`src/sv/mlcs_pkg.sv`:
```
// Package with payload types and status codes for the linear congruence solver.
`default_nettype none

package mlcs_pkg;

  localparam int unsigned VAL_W = 32;
  localparam int unsigned MOD_W = 31;
  localparam int unsigned STATUS_W = 2;

  typedef enum logic [STATUS_W-1:0] {
    STATUS_SOLVED       = 2'd0,
    STATUS_ZERO_ZERO    = 2'd1,
    STATUS_ZERO_NONZERO = 2'd2,
    STATUS_NO_DIVIDE    = 2'd3
  } status_t;

  typedef struct packed {
    logic signed [VAL_W-1:0] a_value;
    logic signed [VAL_W-1:0] b_value;
    logic        [MOD_W-1:0] modulus;
  } in_item_t;

  typedef struct packed {
    status_t            status;
    logic [MOD_W-1:0]   solution;
    logic [MOD_W-1:0]   divisor;
  } out_item_t;

endpackage

`default_nettype wire

```
`src/sv/modular_linear_congruence_solver_top.sv`:
```
// Linear congruence solver a*x == b (mod m) built around one serial divider.
//
//   channel | direction | handshake          | word
//   in      | input     | in_valid/in_ready   | in_data   (a_value, b_value, modulus)
//   out     | output    | out_valid/out_ready | out_data  (status, solution, divisor)
//
// Every division runs on one restoring divider, one quotient bit per cycle. An item
// first reduces a modulo m, then runs Euclid steps on (m, reduced a), divides b by the
// gcd, then forms the final product and reduces it modulo m; the path is far shorter
// when a reduces to zero. Reset is synchronous, active low. in_ready is high only
// between items; a stalled result waits in the output register while the next item
// is already accepted.
`default_nettype none

module modular_linear_congruence_solver_top #(
  parameter int unsigned VALUE_WIDTH = 32
) (
  input  wire logic              clk,
  input  wire logic              rst_n,
  input  wire logic              in_valid,
  output logic                   in_ready,
  input  wire mlcs_pkg::in_item_t  in_data,
  output logic                   out_valid,
  input  wire logic              out_ready,
  output mlcs_pkg::out_item_t    out_data
);

  localparam int unsigned MW    = mlcs_pkg::MOD_W;
  localparam int unsigned VW    = VALUE_WIDTH;
  localparam int unsigned DQ_W  = VW + MW;
  localparam int unsigned CNT_W = $clog2(DQ_W + 1);

  typedef enum logic [2:0] {
    S_IDLE, S_AMOD, S_BMOD, S_EUCLID, S_BDIV, S_MUL, S_XMOD, S_FINISH
  } state_t;

  state_t state_r, state_nxt;
  logic   out_valid_r, out_valid_nxt;
  mlcs_pkg::out_item_t out_data_r, out_data_nxt;

  // Datapath registers.
  logic [DQ_W-1:0]  dq_r, dq_nxt;      // dividend in, quotient out
  logic [MW-1:0]    rem_r, rem_nxt;
  logic [MW-1:0]    dsr_r, dsr_nxt;    // divisor
  logic [CNT_W-1:0] cnt_r, cnt_nxt;
  logic [MW-1:0]    m_r, m_nxt;
  logic [VW-1:0]    b_mag_r, b_mag_nxt;
  logic             a_neg_r, a_neg_nxt;
  logic             b_neg_r, b_neg_nxt;
  logic [MW-1:0]    c0_r, c0_nxt;
  logic [MW-1:0]    c1_r, c1_nxt;
  logic             odd_r, odd_nxt;
  mlcs_pkg::out_item_t res_r, res_nxt;

  // Sign handling of the inputs.
  logic [VW-1:0] a_low, b_low, a_abs, b_abs;
  logic          a_sgn, b_sgn;

  assign a_low = in_data.a_value[VW-1:0];
  assign b_low = in_data.b_value[VW-1:0];
  assign a_sgn = a_low[VW-1];
  assign b_sgn = b_low[VW-1];
  assign a_abs = a_sgn ? VW'(~a_low + 1'b1) : a_low;
  assign b_abs = b_sgn ? VW'(~b_low + 1'b1) : b_low;

  // One restoring division step.
  logic [MW:0]   trial, diff;
  logic          ge;
  logic [MW-1:0] step_rem;

  assign trial    = {rem_r, dq_r[DQ_W-1]};
  assign ge       = (trial >= {1'b0, dsr_r});
  assign diff     = trial - {1'b0, dsr_r};
  assign step_rem = ge ? diff[MW-1:0] : trial[MW-1:0];

  // Continuant update and final product.
  logic [2*MW-1:0] cont_prod;
  logic [MW-1:0]   cont_sum;
  logic [DQ_W-1:0] fin_prod;
  logic [MW-1:0]   a_red, x_fix;
  logic            in_acc, div_busy;

  assign cont_prod = (2*MW)'(c1_r) * (2*MW)'(dq_r[MW-1:0]);
  assign cont_sum  = cont_prod[MW-1:0] + c0_r;
  assign fin_prod  = DQ_W'(dq_r[VW-1:0]) * DQ_W'(c1_r);
  assign a_red     = (a_neg_r && rem_r != '0) ? (m_r - rem_r) : rem_r;
  assign x_fix     = ((b_neg_r ^ odd_r) && rem_r != '0) ? (m_r - rem_r) : rem_r;
  assign in_acc    = in_valid && in_ready;
  assign div_busy  = (cnt_r != '0);

  assign in_ready  = (state_r == S_IDLE);
  assign out_valid = out_valid_r;
  assign out_data  = out_data_r;

  always_comb begin
    state_nxt     = state_r;
    out_valid_nxt = out_valid_r;
    out_data_nxt  = out_data_r;
    dq_nxt        = dq_r;
    rem_nxt       = rem_r;
    dsr_nxt       = dsr_r;
    cnt_nxt       = cnt_r;
    m_nxt         = m_r;
    b_mag_nxt     = b_mag_r;
    a_neg_nxt     = a_neg_r;
    b_neg_nxt     = b_neg_r;
    c0_nxt        = c0_r;
    c1_nxt        = c1_r;
    odd_nxt       = odd_r;
    res_nxt       = res_r;

    if (out_valid_r && out_ready) begin
      out_valid_nxt = 1'b0;
    end

    case (state_r)
      S_IDLE: begin
        if (in_acc) begin
          a_neg_nxt = a_sgn;
          b_neg_nxt = b_sgn;
          b_mag_nxt = b_abs;
          m_nxt     = in_data.modulus;
          if (in_data.modulus == '0) begin
            res_nxt.status   = mlcs_pkg::STATUS_ZERO_NONZERO;
            res_nxt.solution = '0;
            res_nxt.divisor  = '0;
            state_nxt        = S_FINISH;
          end else begin
            dq_nxt    = {a_abs, MW'(0)};
            dsr_nxt   = in_data.modulus;
            rem_nxt   = '0;
            cnt_nxt   = CNT_W'(VW);
            state_nxt = S_AMOD;
          end
        end
      end

      S_AMOD: begin
        if (div_busy) begin
          rem_nxt = step_rem;
          dq_nxt  = {dq_r[DQ_W-2:0], ge};
          cnt_nxt = cnt_r - 1'b1;
        end else if (a_red == '0) begin
          dq_nxt    = {b_mag_r, MW'(0)};
          dsr_nxt   = m_r;
          rem_nxt   = '0;
          cnt_nxt   = CNT_W'(VW);
          state_nxt = S_BMOD;
        end else begin
          // Euclid starts on (m, reduced a).
          dq_nxt    = {m_r, VW'(0)};
          dsr_nxt   = a_red;
          rem_nxt   = '0;
          cnt_nxt   = CNT_W'(MW);
          c0_nxt    = '0;
          c1_nxt    = MW'(1);
          odd_nxt   = 1'b0;
          state_nxt = S_EUCLID;
        end
      end

      S_BMOD: begin
        if (div_busy) begin
          rem_nxt = step_rem;
          dq_nxt  = {dq_r[DQ_W-2:0], ge};
          cnt_nxt = cnt_r - 1'b1;
        end else begin
          res_nxt.status   = (rem_r == '0) ? mlcs_pkg::STATUS_ZERO_ZERO
                                           : mlcs_pkg::STATUS_ZERO_NONZERO;
          res_nxt.solution = '0;
          res_nxt.divisor  = m_r;
          state_nxt        = S_FINISH;
        end
      end

      S_EUCLID: begin
        if (div_busy) begin
          rem_nxt = step_rem;
          dq_nxt  = {dq_r[DQ_W-2:0], ge};
          cnt_nxt = cnt_r - 1'b1;
        end else if (rem_r != '0) begin
          // The quotient sits in the low bits of dq_r for the continuant step.
          odd_nxt = ~odd_r;
          c0_nxt  = c1_r;
          c1_nxt  = cont_sum;
          dq_nxt  = {dsr_r, VW'(0)};
          dsr_nxt = rem_r;
          rem_nxt = '0;
          cnt_nxt = CNT_W'(MW);
        end else begin
          // The divisor now holds the gcd.
          res_nxt.divisor = dsr_r;
          dq_nxt          = {b_mag_r, MW'(0)};
          rem_nxt         = '0;
          cnt_nxt         = CNT_W'(VW);
          state_nxt       = S_BDIV;
        end
      end

      S_BDIV: begin
        if (div_busy) begin
          rem_nxt = step_rem;
          dq_nxt  = {dq_r[DQ_W-2:0], ge};
          cnt_nxt = cnt_r - 1'b1;
        end else if (rem_r != '0) begin
          res_nxt.status   = mlcs_pkg::STATUS_NO_DIVIDE;
          res_nxt.solution = '0;
          state_nxt        = S_FINISH;
        end else begin
          state_nxt = S_MUL;
        end
      end

      S_MUL: begin
        dq_nxt    = fin_prod;
        dsr_nxt   = m_r;
        rem_nxt   = '0;
        cnt_nxt   = CNT_W'(DQ_W);
        state_nxt = S_XMOD;
      end

      S_XMOD: begin
        if (div_busy) begin
          rem_nxt = step_rem;
          dq_nxt  = {dq_r[DQ_W-2:0], ge};
          cnt_nxt = cnt_r - 1'b1;
        end else begin
          res_nxt.status   = mlcs_pkg::STATUS_SOLVED;
          res_nxt.solution = x_fix;
          state_nxt        = S_FINISH;
        end
      end

      S_FINISH: begin
        if (!out_valid_r || out_ready) begin
          out_valid_nxt = 1'b1;
          out_data_nxt  = res_r;
          state_nxt     = S_IDLE;
        end
      end

      default: begin
        state_nxt = S_IDLE;
      end
    endcase
  end

  always_ff @(posedge clk) begin
    if (!rst_n) begin
      state_r     <= S_IDLE;
      out_valid_r <= 1'b0;
    end else begin
      state_r     <= state_nxt;
      out_valid_r <= out_valid_nxt;
      out_data_r  <= out_data_nxt;
    end
  end

  always_ff @(posedge clk) begin
    dq_r    <= dq_nxt;
    rem_r   <= rem_nxt;
    dsr_r   <= dsr_nxt;
    cnt_r   <= cnt_nxt;
    m_r     <= m_nxt;
    b_mag_r <= b_mag_nxt;
    a_neg_r <= a_neg_nxt;
    b_neg_r <= b_neg_nxt;
    c0_r    <= c0_nxt;
    c1_r    <= c1_nxt;
    odd_r   <= odd_nxt;
    res_r   <= res_nxt;
  end

endmodule

`default_nettype wire
```
`config.mk`:
```
export PLATFORM = sky130hd
export DESIGN_NAME = modular_linear_congruence_solver_top
export DESIGN_NICKNAME = d
export VERILOG_FILES = /design/src/sv/mlcs_pkg.sv /design/src/sv/modular_linear_congruence_solver_top.sv
export SDC_FILE = /design/constraint.sdc
export NUM_CORES = 2
export LEC_CHECK = 0
export CAP_MARGIN = 20
export CORE_MARGIN = 10
export CORE_UTILIZATION = 70
export DETAILED_ROUTE_END_ITERATION = 7
export DONT_BUFFER_PORTS = 1
export GPL_ROUTABILITY_DRIVEN = 0
export PLACE_DENSITY = 0.85
export SYNTH_ARGS = -nofsm -noshare
export SYNTH_HDL_FRONTEND = slang
export SYNTH_SLANG_ARGS = --single-unit
```
`constraint.sdc`:
```
create_clock -name clk -period 16 [get_ports clk]
set_input_delay 3.2 -clock clk [delete_from_list [all_inputs] [get_ports clk]]
set_output_delay 3.2 -clock clk [all_outputs]
set_load 0.02 [all_outputs]
```
==> metrics.md <==
| Metric | Value |
|---|---|
| Status | complete, but fails checks |
| Failing checks | design-rule violations |
| Crit Path Category | reg -> reg |
| Detailed-placement wirelength estimate | 149.6 mm |
| Final setup violation count | 0 |
| Post-detailed-route DRC marker count | 15 |
| Setup TNS | 0 ns |
| Mux share of post-synthesis cell area | 1.178% |
| Reg2reg setup slack | 6.73 ns |
| All-Layer GR Usage | 38.07% |
| Minimum clock period after layout | 9.274 ns |
| Portion of the post-synthesis area used by sequential elements | 17.72% |
| Synthesized cell area | 0.06604 sq mm |
| Critical path's most frequent cell | sky130_fd_sc_hd__fa_1 |
| Fraction of the mapped netlist area in compound gates | 8.162% |
| Worst path bufs/invs | 4 |
| Post-synthesis adder-cell area fraction | 45.60% |
| RSZ-0062 raised after global routing | false |
| Met2 capacity usage during global routing | 58.21% |
| Via/cell ratio | 6.427 |
| Arrival @ worst endpoint | 9.68 ns |
| Number of max-cap violations | 0 |
| Post CTS Setup Buffer Count | 0 |
| Largest family of logic cells by synthesized area | adder cells |
| Drt initial violations | 6780 |
| Mapped Nets | 8708 |
| TritonCTS Buffers | 45 |
| Routed wirelength normalized by instance count | 25.02 um |
| Die area | 0.1070 sq mm |
| Largest fanout on the critical path | 21 |
| Post-layout util | 73.76% |
| Area contributors post-synth | sky130_fd_sc_hd__fa_1 (37%), sky130_fd_sc_hd__edfxtp_1 (18%), sky130_fd_sc_hd__ha_1 (8.5%) |
| Distinct cell type count of the synthesized netlist | 80 |
| Number of nets in the layout | 8533 |
| Clock edge transition at the registers on the reported setup and hold paths | 0.08 ns |
| Flip-flop and latch count after synthesis | 391 |
| Critical Path End Type | register |
| Largest net degree at the start of global routing | 76 |
| CP Launch Type | register |
| FF/Latch Area | 0.01171 sq mm |
| Post-route ant nets | 0 |
| Fraction of the mapped netlist area in simple logic gates | 13.69% |
| Clock latency on the worst-skew pair | 0.67 ns |
| Share of cells above drive strength 1 | 3.310% |
| Effective utilization at floorplan | 70.65% |
| Floorplan row count | 112 |
| Worst hold-check path type | reg -> reg |
| Slew @ Worst Pin | 1.271 ns |
| Max Fclk | 107.8 MHz |
| Largest stage delay, worst path | 0.98 ns |
| Overall routed net length | 201.7 mm |
| Cell count after synthesis | 6936 |
| Final max-slew violation count | 0 |
| Post-route clock period utilization | 57.96% |
| Worst Clk Skew | 0.05077 ns |
| EDFF count, synth | 387 |
| Via count of the first global-routing pass | 55621 |
| CTS tree | done |
| Maximum clock path buffer count | 3 |
| Router iterations before antenna repair | 8 |
| Warning count from the yosys run | 0 |
| Total number of clock tree sinks | 391 |
| Prevailing post-synth register cell | sky130_fd_sc_hd__edfxtp_1 |
| Most used cells in the layout excluding fill and tap cells | sky130_fd_sc_hd__inv_1 (1484), sky130_fd_sc_hd__fa_1 (1223), sky130_fd_sc_hd__nand2_1 (774) |
| Quantity of hold-fixing buffers added after cts | 0 |
| Family of cells with the greatest summed delay on the critical path | adder cells |
| Slowest cell on crit path | sky130_fd_sc_hd__edfxtp_1 |
| Area occupied by multi-input gates | 0.04761 sq mm |
| Number of fill cells in the layout | 6276 |
| Proportion of register bits with asynchronous set or reset after synthesis | 0% |
| Post-layout instance count excluding filler cells | 8060 |
| Overflow left after global routing | 0 |
| Buffers added on ports | 0 |
| Global-route wire length before repair | 312.7 mm |
| Number of placed instances, taps included | 7967 |
| Post-Synth XOR/XNOR Area | 3.336% |
| Initial antenna violation count | 9 |
| Global Route met3 Usage | 13.31% |
| Synth-to-Final Area Change | 4.396% |
| Core Region | 0.09347 sq mm |
| Cell at the root of the clock tree | sky130_fd_sc_hd__clkbuf_16 |
| Boundary Pins | 165 |
| H-tree depth | 2 |
| Most frequent standard cell in the layout excluding fill and tap cells | sky130_fd_sc_hd__inv_1 |
| Post-synthesis average cell area | 9.521 sq um |
| GRT busiest layer | met2 |
| Yosys top cell by area | sky130_fd_sc_hd__fa_1 |
| Final Hold Vio Count | 0 |
| Vias | 51805 |
| Area share of the largest cell type after synthesis | 37.07% |
| Required arrival time at the worst endpoint | 16.40 ns |
| Die X-Extent | 327.2 um |
| Die span in y | 327.2 um |
| Met1 Track Usage GR | 44.78% |
| Worst max-slew margin expressed relative to the limit | 15.10% |
| Number of gates resized after CTS | 0 |
## state kept, by name, summed over array words and instances (netlist names), 32 cells and up
signal and flops:
out_data 64, res_r 64, dq_r 63, b_mag_r 32
## routing by layer
| metal | wire, um | up-vias |
|---|---|---|
| met4 | 17960 | 10 |
| met2 | 88800 | 4057 |
| met1 | 64960 | 25169 |
| met3 | 29860 | 1221 |
| met5 | 93 | - |
| li1 | - | 21348 |
## cells in the mapped netlist, types with 29 or more instances
library cell / instances
sky130_fd_sc_hd__and2_1: 467
sky130_fd_sc_hd__edfxtp_1: 387
sky130_fd_sc_hd__or3_1: 33
sky130_fd_sc_hd__a21oi_1: 213
sky130_fd_sc_hd__mux2i_1: 56
sky130_fd_sc_hd__o21ai_0: 200
sky130_fd_sc_hd__fa_1: 1223
sky130_fd_sc_hd__a21o_1: 54
sky130_fd_sc_hd__inv_1: 1484
sky130_fd_sc_hd__o22ai_1: 30
sky130_fd_sc_hd__and3_1: 75
sky130_fd_sc_hd__nand2b_1: 37
sky130_fd_sc_hd__nor3_1: 52
sky130_fd_sc_hd__a211oi_1: 35
sky130_fd_sc_hd__nor2_1: 322
sky130_fd_sc_hd__xor2_1: 80
sky130_fd_sc_hd__a31oi_1: 35
sky130_fd_sc_hd__nand3_1: 43
sky130_fd_sc_hd__xnor2_1: 169
sky130_fd_sc_hd__nand2_1: 775
sky130_fd_sc_hd__ha_1: 450
sky130_fd_sc_hd__o21ai_1: 29
sky130_fd_sc_hd__clkbuf_1: 308
## worst register-to-register path, cell delays in order, from the launching register on
cell	delay, ns
sky130_fd_sc_hd__edfxtp_1	0.98
sky130_fd_sc_hd__buf_4	0.47
sky130_fd_sc_hd__nand2_1	0.18
sky130_fd_sc_hd__fa_1	0.62
sky130_fd_sc_hd__fa_1	0.47
sky130_fd_sc_hd__fa_1	0.50
sky130_fd_sc_hd__fa_1	0.55
sky130_fd_sc_hd__inv_1	0.05
sky130_fd_sc_hd__fa_1	0.46
sky130_fd_sc_hd__fa_1	0.46
sky130_fd_sc_hd__fa_1	0.55
sky130_fd_sc_hd__inv_1	0.06
sky130_fd_sc_hd__fa_1	0.53
sky130_fd_sc_hd__inv_1	0.06
sky130_fd_sc_hd__ha_1	0.41
sky130_fd_sc_hd__and4_1	0.24
sky130_fd_sc_hd__and3_1	0.30
sky130_fd_sc_hd__nand4_1	0.16
sky130_fd_sc_hd__a21oi_1	0.36
sky130_fd_sc_hd__nor3_1	0.14
sky130_fd_sc_hd__nor4_1	0.44
sky130_fd_sc_hd__nor3_1	0.18
sky130_fd_sc_hd__o31ai_1	0.32
sky130_fd_sc_hd__xnor2_1	0.16
sky130_fd_sc_hd__nor2_1	0.05
sky130_fd_sc_hd__o32a_1	0.35
## per-stage QoR
step                      cell area, sq um  hold WS [ns]  setup slack [ns]
after global placement               67200        0.4024             7.176
after floorplan                      66040        0.4003             8.156
after detailed placement             67210        0.4045             7.002
after CTS                            68910        0.4137             6.991
final                                68940        0.4143             6.726
after global routing                 68920        0.4192             6.435
## cells by family after synthesis
kind of cell / after synthesis
buf+inv: 1807
compound gates: 845
fa+ha+maj: 1673
xor+xnor: 250
mux: 75
simple gates: 1895
flops: 391
## layout make-up
class | instances | share of cell area, %
diodes | 9 | 0.03267
repair buffers | 101 | 1.118
multi-input cells | 4738 | 69.06
inverters | 1484 | 8.080
clock buffers | 46 | 1.639
flip-flops and latches | 391 | 16.98
clock inverters | 37 | 0.8149
well taps | 1254 | 2.276
## worst paths after layout
kind | start | to | cells past startpoint
worst max-delay path | dq_r[20] | dq_r[60] | 25
worst min-delay path | res_r[33] | out_data[33] | 0
worst max register to register | dq_r[20] | dq_r[60] | 25
worst min register to register | res_r[33] | out_data[33] | 0
Power is left out: the tool's default activity adds up to more than one toggle a clock period on the data nets, which glitch-free logic cannot reach.
